## src/rtl/fcbc_pkg.sv

```systemverilog
// ----------------------------------------------------------------------------
// fcbc_pkg
// Shared types, constants and helpers of the FASTA contig base counter.
// ----------------------------------------------------------------------------
package fcbc_pkg;

   // default counter width
   localparam int COUNT_BITS_DEF = 32;
   // width of the reported count fields
   localparam int OUT_BITS = 32;

   // special bytes
   localparam logic [7:0] CHR_GT  = 8'h3E;
   localparam logic [7:0] CHR_LF  = 8'h0A;
   localparam logic [7:0] CHR_CR  = 8'h0D;
   localparam logic [7:0] CHR_SP  = 8'h20;
   localparam logic [7:0] CHR_TAB = 8'h09;
   localparam logic [7:0] CHR_VT  = 8'h0B;
   localparam logic [7:0] CHR_FF  = 8'h0C;

   // known-base flags for bytes 0x40..0x7f, index is the low five bits
   localparam logic [15:0] BASE_ROW_LO = 16'b0000_0000_1000_1010;
   localparam logic [15:0] BASE_ROW_HI = 16'b0000_0000_0001_0000;

   // line tracking state
   typedef enum logic [1:0] {
      MODE_START  = 2'd0,
      MODE_HEADER = 2'd1,
      MODE_SEQ    = 2'd2
   } mode_type;

   // record error codes
   typedef enum logic [1:0] {
      ERR_NONE      = 2'd0,
      ERR_NO_HEADER = 2'd1,
      ERR_NO_NAME   = 2'd2
   } err_type;

   // decoded byte classes
   typedef struct packed {
      logic gt;
      logic lf;
      logic cr;
      logic blank;
      logic known;
   } byte_class_type;

   // true for ACGTacgt
   function automatic logic is_known_base(input logic [7:0] b);
      logic [3:0] idx;
      logic       hit;
      idx = b[3:0];
      hit = b[4] ? BASE_ROW_HI[idx] : BASE_ROW_LO[idx];
      return (b[7:6] == 2'b01) && hit;
   endfunction

endpackage

```

## src/rtl/fcbc_classify.sv

```systemverilog
// ----------------------------------------------------------------------------
// fcbc_classify
// Decodes one text byte into the classes the line tracker needs.
// ----------------------------------------------------------------------------
module fcbc_classify
   import fcbc_pkg::*;
(
   input  logic [7:0]     text_byte,
   output byte_class_type byte_class
);

   // byte class decode
   always_comb begin
      byte_class.gt    = (text_byte == CHR_GT);
      byte_class.lf    = (text_byte == CHR_LF);
      byte_class.cr    = (text_byte == CHR_CR);
      byte_class.blank = (text_byte == CHR_SP) || (text_byte == CHR_TAB) ||
                         (text_byte == CHR_CR) || (text_byte == CHR_VT) ||
                         (text_byte == CHR_FF);
      byte_class.known = is_known_base(text_byte);
   end

endmodule

```

## src/rtl/fcbc_core.sv

```systemverilog
// ----------------------------------------------------------------------------
// fcbc_core
// Line tracker, per-contig counters and the result register.
// ----------------------------------------------------------------------------
module fcbc_core
   import fcbc_pkg::*;
#(
   parameter int COUNT_BITS = COUNT_BITS_DEF
)
(
   input  logic                   clock,
   input  logic                   reset,
   input  logic                   in_valid,
   input  logic                   in_eos,
   input  byte_class_type         in_class,
   output logic                   in_take,
   output logic                   rsp_tvalid,
   input  logic                   rsp_tready,
   output logic [3*OUT_BITS-1:0]  rsp_tdata,
   output logic [1:0]             rsp_tuser,
   output logic                   rsp_tlast
);

   localparam logic [COUNT_BITS-1:0] CNT_MAX = {COUNT_BITS{1'b1}};

   mode_type               mode_ff, mode_in;
   logic                   first_ff, first_in;
   logic                   name_ff, name_in;
   logic                   open_ff, open_in;
   logic                   err_ff, err_in;
   logic [COUNT_BITS-1:0]  known_ff, known_in;
   logic [COUNT_BITS-1:0]  total_ff, total_in;
   logic [COUNT_BITS-1:0]  contig_ff, contig_in;

   logic                   emit;
   logic                   emit_close;
   err_type                emit_err;
   logic                   emit_done;
   logic                   seq_byte;

   logic [COUNT_BITS+OUT_BITS-1:0] ord_ext, known_ext, total_ext;

   logic                   rsp_valid_ff, rsp_valid_in;
   logic [OUT_BITS-1:0]    rsp_ord_ff, rsp_known_ff, rsp_total_ff;
   err_type                rsp_err_ff;
   logic                   rsp_done_ff;

   // the result register has room
   assign in_take = in_valid && (!rsp_valid_ff || rsp_tready);

   // byte lands in a sequence line this transfer
   assign seq_byte = (mode_ff == MODE_SEQ) ||
                     ((mode_ff == MODE_START) && !in_class.gt && !first_ff);

   // line mode next state
   always_comb begin
      mode_in = mode_ff;
      if (in_eos) begin
         mode_in = MODE_START;
      end else if (!err_ff) begin
         case (mode_ff)
            MODE_START: begin
               if (in_class.gt) begin
                  mode_in = MODE_HEADER;
               end else if (!first_ff) begin
                  mode_in = in_class.lf ? MODE_START : MODE_SEQ;
               end
            end
            MODE_HEADER: begin
               if (in_class.lf && name_ff) begin
                  mode_in = MODE_START;
               end
            end
            MODE_SEQ: begin
               if (in_class.lf) begin
                  mode_in = MODE_START;
               end
            end
            default: mode_in = MODE_START;
         endcase
      end
   end

   // flags, counters and record selection
   always_comb begin
      first_in   = first_ff;
      name_in    = name_ff;
      open_in    = open_ff;
      err_in     = err_ff;
      known_in   = known_ff;
      total_in   = total_ff;
      contig_in  = contig_ff;
      emit       = 1'b0;
      emit_close = 1'b0;
      emit_err   = ERR_NONE;
      emit_done  = 1'b0;
      if (in_eos) begin
         // flush the open contig, then back to the reset state
         if (!err_ff) begin
            if ((mode_ff == MODE_HEADER) && !name_ff) begin
               emit      = 1'b1;
               emit_err  = ERR_NO_NAME;
               emit_done = 1'b1;
            end else if ((mode_ff == MODE_HEADER) || open_ff) begin
               emit       = 1'b1;
               emit_close = 1'b1;
               emit_done  = 1'b1;
            end
         end
         first_in  = 1'b1;
         name_in   = 1'b0;
         open_in   = 1'b0;
         err_in    = 1'b0;
         known_in  = '0;
         total_in  = '0;
         contig_in = '0;
      end else if (!err_ff) begin
         if ((mode_ff == MODE_START) && in_class.gt) begin
            // header start closes the open contig
            if (open_ff) begin
               emit       = 1'b1;
               emit_close = 1'b1;
               contig_in  = (contig_ff == CNT_MAX) ? contig_ff : contig_ff + 1'b1;
               open_in    = 1'b0;
            end
            known_in = '0;
            total_in = '0;
            name_in  = 1'b0;
            first_in = 1'b0;
         end else if ((mode_ff == MODE_START) && first_ff) begin
            emit      = 1'b1;
            emit_err  = ERR_NO_HEADER;
            emit_done = 1'b1;
            err_in    = 1'b1;
         end else if (mode_ff == MODE_HEADER) begin
            if (in_class.lf) begin
               if (!name_ff) begin
                  emit      = 1'b1;
                  emit_err  = ERR_NO_NAME;
                  emit_done = 1'b1;
                  err_in    = 1'b1;
               end else begin
                  open_in = 1'b1;
               end
            end else if (!in_class.blank) begin
               name_in = 1'b1;
            end
         end else if (seq_byte && !in_class.lf && !in_class.cr) begin
            total_in = (total_ff == CNT_MAX) ? total_ff : total_ff + 1'b1;
            if (in_class.known) begin
               known_in = (known_ff == CNT_MAX) ? known_ff : known_ff + 1'b1;
            end
         end
      end
   end

   // counts cut or widened to the reported width
   assign ord_ext   = {{OUT_BITS{1'b0}}, contig_ff};
   assign known_ext = {{OUT_BITS{1'b0}}, known_ff};
   assign total_ext = {{OUT_BITS{1'b0}}, total_ff};

   // result valid next value
   always_comb begin
      rsp_valid_in = rsp_valid_ff;
      if (in_take) begin
         rsp_valid_in = emit;
      end else if (rsp_tready) begin
         rsp_valid_in = 1'b0;
      end
   end

   // state registers
   always_ff @(posedge clock) begin
      if (reset) begin
         mode_ff      <= MODE_START;
         first_ff     <= 1'b1;
         name_ff      <= 1'b0;
         open_ff      <= 1'b0;
         err_ff       <= 1'b0;
         known_ff     <= '0;
         total_ff     <= '0;
         contig_ff    <= '0;
         rsp_valid_ff <= 1'b0;
      end else begin
         rsp_valid_ff <= rsp_valid_in;
         if (in_take) begin
            mode_ff   <= mode_in;
            first_ff  <= first_in;
            name_ff   <= name_in;
            open_ff   <= open_in;
            err_ff    <= err_in;
            known_ff  <= known_in;
            total_ff  <= total_in;
            contig_ff <= contig_in;
         end
      end
   end

   // result payload
   always_ff @(posedge clock) begin
      if (in_take && emit) begin
         rsp_ord_ff   <= ord_ext[OUT_BITS-1:0];
         rsp_known_ff <= emit_close ? known_ext[OUT_BITS-1:0] : '0;
         rsp_total_ff <= emit_close ? total_ext[OUT_BITS-1:0] : '0;
         rsp_err_ff   <= emit_err;
         rsp_done_ff  <= emit_done;
      end
   end

   assign rsp_tvalid = rsp_valid_ff;
   assign rsp_tdata  = {rsp_total_ff, rsp_known_ff, rsp_ord_ff};
   assign rsp_tuser  = rsp_err_ff;
   assign rsp_tlast  = rsp_done_ff;

endmodule

```

## src/rtl/fasta_contig_base_counter_top.sv

```systemverilog
// ----------------------------------------------------------------------------
// fasta_contig_base_counter_top
// Counts sequence and ACGT bases per contig of a FASTA byte stream.
// ----------------------------------------------------------------------------
// usage
// - req channel: one stream byte per transfer in req_tdata; req_tlast high
//   marks end of stream, its byte is ignored and the open contig is flushed
// - rsp channel: one record per finished contig, emitted when the next
//   header starts or at end of stream; rsp_tuser carries the error code and
//   rsp_tlast is high on the record that closes the stream
// - after an error record all bytes are dropped until the next end of stream
// - path: a byte enters the input register, then the result register,
//   which raises rsp_tvalid for the record that the byte causes
// - throughput: one byte per cycle while no held record stalls the tracker,
//   set by the single tracker/counter stage
// - the input register keeps taking bytes while a record waits, as long as
//   the result register is free or drains in the same cycle
// - receiver stall: a held record stops the tracker, the input register
//   fills, then req_tready drops
// - reset clears the line state, counters and both valid flags
// ----------------------------------------------------------------------------
module fasta_contig_base_counter_top
   import fcbc_pkg::*;
#(
   parameter int COUNT_BITS = COUNT_BITS_DEF
)
(
   input  logic                  clock,
   input  logic                  reset,
   input  logic                  req_tvalid,
   output logic                  req_tready,
   input  logic [7:0]            req_tdata,   // [7:0] text_byte
   input  logic                  req_tlast,   // end_of_stream
   output logic                  rsp_tvalid,
   input  logic                  rsp_tready,
   output logic [3*OUT_BITS-1:0] rsp_tdata,   // [31:0] contig_ordinal,
                                              // [63:32] known_bases,
                                              // [95:64] total_bases
   output logic [1:0]            rsp_tuser,   // [1:0] error_code
   output logic                  rsp_tlast    // stream_done
);

   logic           in_valid_ff, in_valid_in;
   logic [7:0]     in_byte_ff;
   logic           in_eos_ff;
   logic           in_take;
   byte_class_type in_class;

   // input register takes a transfer when empty or draining
   assign req_tready = !in_valid_ff || in_take;

   always_comb begin
      in_valid_in = in_valid_ff;
      if (req_tvalid && req_tready) begin
         in_valid_in = 1'b1;
      end else if (in_take) begin
         in_valid_in = 1'b0;
      end
   end

   always_ff @(posedge clock) begin
      if (reset) begin
         in_valid_ff <= 1'b0;
      end else begin
         in_valid_ff <= in_valid_in;
      end
   end

   always_ff @(posedge clock) begin
      if (req_tvalid && req_tready) begin
         in_byte_ff <= req_tdata;
         in_eos_ff  <= req_tlast;
      end
   end

   // byte decode
   fcbc_classify u_classify (
      .text_byte  (in_byte_ff),
      .byte_class (in_class)
   );

   // tracker, counters, result register
   fcbc_core #(
      .COUNT_BITS (COUNT_BITS)
   ) u_core (
      .clock      (clock),
      .reset      (reset),
      .in_valid   (in_valid_ff),
      .in_eos     (in_eos_ff),
      .in_class   (in_class),
      .in_take    (in_take),
      .rsp_tvalid (rsp_tvalid),
      .rsp_tready (rsp_tready),
      .rsp_tdata  (rsp_tdata),
      .rsp_tuser  (rsp_tuser),
      .rsp_tlast  (rsp_tlast)
   );

endmodule
```

## config.mk

```make
export PLATFORM = sky130hd
export DESIGN_NAME = fasta_contig_base_counter_top
export DESIGN_NICKNAME = d
export VERILOG_FILES = /design/src/rtl/fcbc_pkg.sv /design/src/rtl/fcbc_classify.sv /design/src/rtl/fcbc_core.sv /design/src/rtl/fasta_contig_base_counter_top.sv
export SDC_FILE = /design/constraint.sdc
export NUM_CORES = 1
export LEC_CHECK = 0
export BUFFER_PORTS_ARGS = -buffer_cell sky130_fd_sc_hd__buf_2
export CORE_AREA = 2 2 130 132
export CTS_BUF_LIST = sky130_fd_sc_hd__clkbuf_4
export CTS_CLUSTER_DIAMETER = 50
export CTS_CLUSTER_SIZE = 16
export DETAILED_ROUTE_END_ITERATION = 8
export DIE_AREA = 0 0 132 134
export PLACE_DENSITY = 0.79
export SYNTH_ARGS = -nofsm -noshare
export SYNTH_HDL_FRONTEND = slang
export SYNTH_SLANG_ARGS = --single-unit
```

## constraint.sdc

```tcl
create_clock -name clock -period 10.78 [get_ports clock]
set_clock_uncertainty 0.1 [all_clocks]
set_input_delay 0.539 -clock clock [delete_from_list [all_inputs] [get_ports clock]]
set_output_delay 0.539 -clock clock [all_outputs]
set_load 0.02 [all_outputs]
```

Word level (Yosys, flattened, before mapping)
Memory sizes are Yosys's and may differ from the RTL's. A register that Yosys moved wholly into a read port is not among the register bits.
Index checks and enable logic that the tools add are counted.
{"block": "word_totals", "regBits": 212, "latchBits": 0, "mem_bits_rw": 0, "romBits": 32, "out_inout_bits": 101, "wordCells": 175, "memories": 2}
{"name": "(name not given)", "words": 16, "word_bits": 1, "rd": 1, "rd_clocked_by_memory_dff": 1, "write_ports": 0, "line_no": "fcbc_pkg.sv:53", "rtl": "hit = b[4] ? BASE_ROW_HI[idx] : BASE_ROW_LO[idx];"}
{"name": "(name not given)", "words": 16, "word_bits": 1, "rd": 1, "rd_clocked_by_memory_dff": 1, "write_ports": 0, "line_no": "fcbc_pkg.sv:53"}
{"block": "op_classes", "addsub": 3, "mul": 0, "div": 0, "magnitude_cmp": 1, "eq_ne": 24, "n_shift": 0, "mux": 84, "bitwise_logic": 0, "reduce_logical": 44}
{"op": "two-way mux 32 bit", "n": 20}
{"op": "adder 32 x 1 -> 32 bit, second input constant", "n": 3}
{"op": "equality test 32 bit, second input constant", "n": 3}
{"op": "two-way mux 1 bit", "n": 45}
{"op": "equality test 8 x 4 -> 1 bit, second input constant", "n": 5}
{"op": "two-way mux 2 bit", "n": 16}
{"op": "AND reduction 6 bit", "n": 3}
{"op": "equality test 8 x 6 -> 1 bit, second input constant", "n": 2}
{"op": "inequality test 3 x 2 -> 1 bit, second input constant", "n": 5}
{"op": "nonzero test 3 bit", "n": 5}
{"op": "logical AND 1 bit", "n": 12}
{"op": "AND reduction 5 bit", "n": 2}
{"op": "inequality test 3 bit, second input constant", "n": 3}
{"op": "logical OR 1 bit", "n": 8}
{"op": "two-way mux 4 bit", "n": 2}
{"op": "nonzero test 2 bit", "n": 4}
{"op": "logical NOT 1 bit", "n": 7}
{"op": "AND reduction 7 bit", "n": 1}
{"op": "one-hot mux 2 bit (3 select lines)", "n": 1}
{"op": "< comparator 4 x 5 -> 1 bit, second input constant", "n": 1}
{"op": "equality test 2 x 1 -> 1 bit, second input constant", "n": 2}
{"op": "inequality test 2 bit, second input constant", "n": 2}
{"op": "inequality test 4 x 3 -> 1 bit, second input constant", "n": 1}
{"op": "AND reduction 3 bit", "n": 1}
{"op": "other kinds (2)", "n": 2}

Logic depth before layout (Yosys ltp)
Gate-level depths: netlist (run 1).
{"block": "logic_depth", "word_depth": 13, "mapped_depth": 9, "mapped_depth_nobuf": 7}

By module
A second synthesis (run 1) with hierarchy kept.
{"block": "unflattened", "hier_cells": 1005, "area_unflattened_um2": 9922.0}
{"mod": "fcbc_core", "instances": 1, "cells_per_inst": 971, "area_per_inst_um2": 9480.3}
{"mod": "fasta_contig_base_counter_top", "instances": 1, "cells_per_inst": 14, "area_per_inst_um2": 325.3}
{"mod": "fcbc_classify", "instances": 1, "cells_per_inst": 20, "area_per_inst_um2": 116.4}

Worst setup path after synthesis (run 1)
OpenSTA, ideal clock, no wires.
{"block": "synth_path", "path_type": "flip-flop to flip-flop", "startpoint": "register in_byte_ff[0]", "endpoint": "register u_core.rsp_known_ff[0], enable pin", "t_arrival_ps": 8151, "slack_ps": 1851, "stages_incl_launch_ff": 6, "synth_period_minus_slack_ps": 8929, "cell_sequence": "edfxtp_1 > or3b_1 > nor4_1 > o21bai_1 > a22o_1 > nor3_1"}
{"block": "synth_via", "elab_chain_cells": 8}
{"item": "from (decl)", "line_no": "fasta_contig_base_counter_top.sv:44", "rtl": "logic [7:0] in_byte_ff;"}
{"item": "from (signal assigned)", "line_no": "fasta_contig_base_counter_top.sv:71", "rtl": "in_byte_ff <= req_tdata;"}
{"item": "equality test 8 x 4 -> 1 bit", "line_no": "fcbc_classify.sv:15", "rtl": "byte_class.lf = (text_byte == CHR_LF);"}
{"item": "two-way mux 1 bit", "line_no": "fcbc_core.sv:136", "rtl": "if (in_class.lf) begin"}
{"item": "two-way mux 1 bit", "line_no": "fcbc_core.sv:135", "rtl": "end else if (mode_ff == MODE_HEADER) begin"}
{"item": "two-way mux 1 bit", "line_no": "fcbc_core.sv:130", "rtl": "end else if ((mode_ff == MODE_START) && first_ff) begin"}
{"item": "two-way mux 1 bit *", "line_no": "fcbc_core.sv:118", "rtl": "if ((mode_ff == MODE_START) && in_class.gt) begin"}
{"item": "two-way mux 1 bit *", "line_no": "fcbc_core.sv:117", "rtl": "end else if (!err_ff) begin"}
{"item": "two-way mux 1 bit *", "line_no": "fcbc_core.sv:97", "rtl": "if (in_eos) begin"}
{"item": "logical AND 1 bit *", "line_no": "fcbc_core.sv:201", "rtl": "if (in_take && emit) begin"}
{"item": "to (signal assigned)", "line_no": "fcbc_core.sv:203", "rtl": "rsp_known_ff <= emit_close ? known_ext[OUT_BITS-1:0] : '0;"}
{"item": "to (decl)", "line_no": "fcbc_core.sv:44", "rtl": "logic [OUT_BITS-1:0] rsp_ord_ff, rsp_known_ff, rsp_total_ff;"}
Mark *: on every way between the ends. The rest lies on a longest branch, timed or not.
A chain may end at the register's enable or synchronous reset.

Worst setup path in the final report (run 1)
{"block": "layout_path", "startpoint": "register in_byte_ff[2]", "endpoint": "register u_core.rsp_total_ff[4], enable pin"}
{"block": "layout_via", "elab_chain_cells": 8}
{"item": "equality test 8 x 4 -> 1 bit", "line_no": "fcbc_classify.sv:15"}
{"item": "two-way mux 1 bit", "line_no": "fcbc_core.sv:136"}
{"item": "two-way mux 1 bit", "line_no": "fcbc_core.sv:135"}
{"item": "two-way mux 1 bit", "line_no": "fcbc_core.sv:130"}
{"item": "two-way mux 1 bit *", "line_no": "fcbc_core.sv:118"}
{"item": "two-way mux 1 bit *", "line_no": "fcbc_core.sv:117"}
{"item": "two-way mux 1 bit *", "line_no": "fcbc_core.sv:97"}
{"item": "logical AND 1 bit *", "line_no": "fcbc_core.sv:201"}
{"item": "to (signal assigned)", "line_no": "fcbc_core.sv:204", "rtl": "rsp_total_ff <= emit_close ? total_ext[OUT_BITS-1:0] : '0;"}
{"item": "to (decl)", "line_no": "fcbc_core.sv:44"}
Marks and branches as above.

==> impl_results.md, run 1 <==
* DRC at 0
* Clock Latency Late Sink at 0.65 ns
* Final hold vios at 0
* Yosys warning total at 0
* Total Routing Usage GR at 22.7%
* VDD IR max at approximately 0.000094 V
* Largest net degree at the start of global routing at 67
* Post-layout min period at 3.09 ns
* Final nets at 1030
* Via density at roughly 6.0
* Leak at about 0.0035 uW
* Top post-synthesis cells by area: edfxtp_1 34%, dfxtp_1 22%, and2_1 4.5%, a21oi_1 3.0%, or4_1 2.7%
* Setup CP Type: reg -> reg
* Max cap viols at 0
* Top cell type's share of synthesized area at 33.9%
* Fin crit share at between 20 and 30%
* Initial Utilization at 58.7%
* Syn_nets at around 920
* Hold Path Class: in -> reg
* Sequential-to-total area share from yosys stat at a little under three fifths
* Avg WL per Cell at approximately 16 microns
* Most common cell after layout, fill and taps aside: buf_2
* Critical Path Start Type: flop
* Die W at between 100 and 150 microns
* Crit end category: flop
* Port-buffer cells at between 100 and 150
* Cell taking the most area after synthesis: edfxtp_1
* I/O Pins at 114
* Worst slew margin at 26.1%
* Total gr overflow at 0
* Most frequent cells in the layout: 113 x buf_2, 108 x edfxtp_1, 106 x dfxtp_1, 68 x and2_1, 62 x nand2_1
* Core ar. at 0.0163 sq mm
* Vias in the first global route at a little under 7000
* CP required at 10.95 ns
* Setup TNS at 0 ns
* WP data arrival at approximately 3.3 ns
* WL final at between 20000 and 25000 microns
* Pre-Repair DR Iteration Count at 5
* CTS tree: built
* DP Wirelength at about 14000 microns
* Netlist cell types at 68
* Routed Antenna Nets at 0
* Iter 0 DRT Violations at slightly below 700
* Die Area at between 0.015 and 0.02 sq mm
* Predominant post-synthesis flop cell: edfxtp_1
* RSZ-0062 raised after global routing: no
* Outcome: complete, no violations
* Achievable Freq at around 320 MHz
* Clk slew on worst S/H paths at 0.16 ns
* Routed vias at around 7500
* Fill cells at 1340
* GP Congestion at 0.871
* Maximum level of the CTS H-tree at 1
* CTS max path bufs at 3
* Area taken by multi-input logic gates at 0.00392 sq mm
* Cell Chain, Critical Path: or3b_1 > nor4_1 > o21bai_1 > a22o_1 > nor3_2 > buf_4
* Post-synth EDFFs at approximately 110
* Fin. max-slew vios at 0
* Mapped Area at 0.00956 sq mm
* Share of cells above drive strength 1 at 17.7%
* Min Hold Slack at around 0.055 ns
* Clk root buf: clkbuf_4
* Initial antenna violation count at 1
* Endpoints failing setup at 0
* Num CTS Buffers at 20
* Post-synth ARST share at 0%
* CTS sink cnt at about 210
* Critical path's slowest cell: buf_4
* Tightest Pin Transition at 1.11 ns
* Syn avg cell area at roughly 11 sq um
* Post-CTS Resized at 0
* Reg area at ~0.0054 sq mm
* First-pass GRT wire length at around 33000 microns
* CP max stage delay at 0.68 ns
* Num rows at 47
* Yosys reg bits at around 210
* Vert. Die Dim at roughly 130 microns
* Layout area overhead at 11.3%
* CP max FO at 66
* Cells after Synth at slightly above 900
* Pwr dens at roughly 130 mW/mm^2
[cells in the mapped netlist (16+ instances only)]
cell type	count
o21ai_0	21
o31ai_1	24
xor2_1	27
clkbuf_1	18
a21oi_1	58
nand3_1	45
a31oi_1	16
nor2_1	59
nand2_1	62
edfxtp_1	108
nand4_1	31
and2_1	68
or3_1	19
inv_1	19
dfxtp_1	106
nor3_1	19
or4_1	34
[where the power goes]
| part | internal [uW] | switching, uW |
|---|---|---|
| Clock | 149 | 272 |
| Combinational | 25.6 | 65.5 |
| Sequential | 872 | 11.0 |
[path summary, 6_finish.rpt]
path,start,to,slack [ns],cells after the start
worst max-delay path,in_byte_ff[2],u_core.rsp_total_ff[4],7.69,6
worst max register to register,in_byte_ff[2],u_core.rsp_total_ff[4],7.69,6
worst min register to register,u_core.total_ff[27],u_core.total_ff[27],0.40,2
worst min-delay path,req_tdata[3],in_byte_ff[3],0.05,1
[stage by stage]
step	utilization [%]	instance area [sq um]	cells	setup slack (ns)	total power, uW
2_1_floorplan	-	9560	905	1.85	964
3_3_place_gp	62.9	10200	1203	7.74	988
3_5_place_dp	62.9	10200	1203	7.69	989
4_1_cts	65.3	10600	1248	7.69	1410
5_1_grt	65.3	10600	1249	7.47	1440
6_report	65.3	10600	1249	7.69	1390
[worst max-delay path, delay by kind of cell, from the launching register on]
kind | cells | cell delay (ns)
simple gates | 3 | 0.95
buf+inv | 1 | 0.68
flops | 1 | 0.49
compound gates | 2 | 0.40
[sequential cells by signal (all words and copies together) (netlist names), named ones only]
| signal | cells |
|---|---|
| in_byte_ff | 8 |
| u_core.mode_ff | 2 |
| u_core.rsp_known_ff | 32 |
| u_core.name_ff | 1 |
| in_valid_ff | 1 |
| u_core.rsp_tuser | 2 |
| u_core.first_ff | 1 |
| u_core.rsp_tlast | 1 |
| u_core.total_ff | 32 |
| u_core.open_ff | 1 |
| u_core.rsp_ord_ff | 32 |
| in_eos_ff | 1 |
| u_core.err_ff | 1 |
| u_core.rsp_tvalid | 1 |
| u_core.rsp_total_ff | 32 |
| u_core.known_ff | 32 |
| u_core.contig_ff | 32 |
[layout make-up]
type / instances / share of cell area [%]
clock inverter: 10 / 0.976
sequential: 214 / 50.4
timing repair buffer: 128 / 6.59
tap: 220 / 2.59
clock buffer: 26 / 1.84
antenna: 1 / 0.0235
inverter: 19 / 0.671
multi-input combinational: 631 / 36.9
[kinds of logic (layout without fill, tap and decap cells)]
family / after synthesis / count (layout) / share of synthesized area, %
AND/OR/NAND/NOR: 421 / 421 / 25.8
AO/OA/AOI/OAI: 173 / 173 / 11.6
multiplexers: 7 / 7 / 0.746
other: 0 / 1 / 0
buffers and inverters: 60 / 183 / 2.91
XOR/XNOR: 27 / 27 / 2.47
adder cells (fa/ha/maj): 3 / 3 / 0.393
flip-flops: 214 / 214 / 56.1
[metal layers]
metal,share of wire (%),vias up,GRT usage (%)
met4,1.7,0,7.19
met1,45,3559,32.0
met5,0,-,0
met3,5.8,28,2.95
met2,48,242,36.9
li1,-,3635,-
[what timing repair did]
item                                   CTS  global route
setup buffers                            0             0
hold buffers                             9             0
endpoints found under the hold margin    9             0
Power figures use the tool's default switching activity.
==> run 2, diff against run 1 <==
Clock period 10.78 ns to 3.2 ns, I/O delays scaled along.
==> run 2 against run 1 <==
Count of clock-buffer cells in the layout is the same. Combinational power grew to 3.7 times the previous value. Total power grew to 3.3 times the previous value. Final area grew 1.1%. Critical endpoint is now u_core.known_ff[27].
==> impl_results.md, run 2 (synthesis results as in run 1) <==
* Outcome: complete, no violations
* Via density at 5.99 (+0.23%)
* Largest net degree at the start of global routing at 68 (+1.5%)
* Area post-placement at 0.0103 sq mm (+0.97%)
* Core ar. at 0.0163 sq mm (unchanged)
* Endpoints failing setup at 0 (unchanged)
* Num rows at 47 (unchanged)
* CP startpoint: in_byte_ff[2]
* Final nets at 1043 (+1.3%)
* Post-CTS Resized at 0 (unchanged)
* Num CTS Buffers at 19 (-5.0%)
* DRC at 0 (unchanged)
* Post-CTS setup buffers at 0 (unchanged)
* Critical Path Start Type: flop
* Layout area overhead at 12.6%
* CTS tree: built
* First-pass GRT wire length at 34200 microns (+2.0%)
* Fin crit share at 94.4% (+66 points)
* Routed Antenna Nets at 0 (unchanged)
* GP Congestion at 0.889 (+2.1%)
* Most frequent cells in the layout: 113 x buf_2, 108 x edfxtp_1, 106 x dfxtp_1, 68 x and2_1, 62 x nand2_1
* CTS sink cnt at 214 (unchanged)
* Vert. Die Dim at 134 microns (unchanged)
* Worst reg2reg startpoint: in_byte_ff[2]
* Initial Utilization at 58.7% (unchanged)
* Iter 0 DRT Violations at 661 (-3.1%)
* Fin. max-slew vios at 0 (unchanged)
* Clk root buf: clkbuf_4
* Hold Path Class: in -> reg
* Avg WL per Cell at 16.6 microns (+2.8%)
* Die W at 132 microns (unchanged)
* Area taken by multi-input logic gates at 0.00393 sq mm (+0.16%)
* Clk slew on worst S/H paths at 0.16 ns (about the same)
* Total Routing Usage GR at 23.2% (+0.51 points)
* Max cap viols at 0 (unchanged)
* Reg area at 0.00537 sq mm (unchanged)
* Final hold vios at 0 (unchanged)
* Cell Chain, Critical Path: and4_1 > a31oi_1 > nor2b_1 > nor2_2 > or4_1 > nand2_1
* Die Area at 0.0177 sq mm (unchanged)
* Total gr overflow at 0 (unchanged)
* Maximum level of the CTS H-tree at 1 (unchanged)
* Critical path's slowest cell: a31oi_1
* Pwr dens at 434 mW/mm^2 (+230%)
* Vias in the first global route at 7055 (+2.1%)
* DP Wirelength at 14400 microns (+5.1%)
* Fin util at 66.0% (+0.74 points)
* VDD IR max at 0.000355 V (+280%)
* WP data arrival at 3.51 ns (+0.24 ns)
* I/O Pins at 114 (unchanged)
* CP max FO at 12 (-82%)
* CP required at 3.68 ns (-7.27 ns)
* Min-Delay Startpoint: req_tlast
* Clock Latency Late Sink at 0.64 ns (about the same)
* Setup TNS at 0 ns (unchanged)
* Share of cells above drive strength 1 at 17.9% (+0.20 points)
* Pre-Repair DR Iteration Count at 8 (+3)
* Crit end category: flop
* Sum of buffers and inverters on the critical path at 0 (-1)
* Min Hold Slack at 0.132 ns (+0.0771 ns)
* Worst slew margin at 17.8% (-8.3 points)
* Routed vias at 7547 (+1.1%)
* Leak at 0.00358 uW (+1.8%)
* Fill cells at 1317 (-1.7%)
* Most common cell after layout, fill and taps aside: buf_2
* CP max stage delay at 0.99 ns (+0.31 ns)
* WL final at 20900 microns (+3.7%)
* Initial antenna violation count at 1 (unchanged)
* Tightest Pin Transition at 1.23 ns (+0.118 ns)
* CTS max path bufs at 3 (unchanged)
* Delay-heaviest family, CP: simple AND/OR/NAND/NOR gates
* Achievable Freq at 331 MHz (+2.4%)
* Post-layout min period at 3.02 ns (-0.0726 ns)
* Post-route cell area at 0.0108 sq mm (+1.1%)
* Setup CP Type: reg -> reg
* RSZ-0062 raised after global routing: no
* Port-buffer cells at 113 (unchanged)
==> run 2: report_power, final <==
group | leakage [uW] | total [uW] | switching, uW | internal [uW]
combinational | 0.00163 | 336 | 235 | 102
clock | 0.000159 | 1360 | 877 | 486
sequential | 0.00179 | 2970 | 29.4 | 2940
total | 0.00358 | 4660 | 1140 | 3520
==> run 2: worst paths after layout <==
| kind | endpoint | slack, ns | depth (start not counted) |
|---|---|---|---|
| max reg2reg | u_core.known_ff[27] | 0.18 | 6 |
| max | u_core.known_ff[27] | 0.18 | 6 |
| min | in_eos_ff | 0.13 | 2 |
| min reg2reg | u_core.first_ff | 0.39 | 2 |
==> run 2: final cells by class <==
class | count | area share [%]
repair buffers | 142 | 7.84
diodes | 1 | 0.0233
clock inverters | 7 | 0.709
clock buffers | 26 | 1.81
well taps | 220 | 2.56
flip-flops and latches | 214 | 49.9
multi-input cells | 631 | 36.5
inverters | 19 | 0.663
==> run 2: per-layer routing <==
metal,track usage (%),vias to the layer above,part of all wire (%)
met2,40.2,233,50
met4,7.73,0,2.2
met1,30.6,3616,43
li1,-,3661,-
met5,0,-,0
met3,2.68,37,4.9
==> run 2: what timing repair did <==
item                                   CTS  global route
endpoints found under the hold margin   25             0
setup endpoints to repair                0             0
hold buffers                            14             0
==> run 2: through the flow <==
step,setup slack [ns],power [uW],cells
after detailed placement,0.263,3350,1212
final,0.180,4660,1260
after global placement,0.408,3340,1212
after global routing,0.0272,4830,1260
after CTS,0.210,4700,1259
after floorplan,-1.14,3240,905
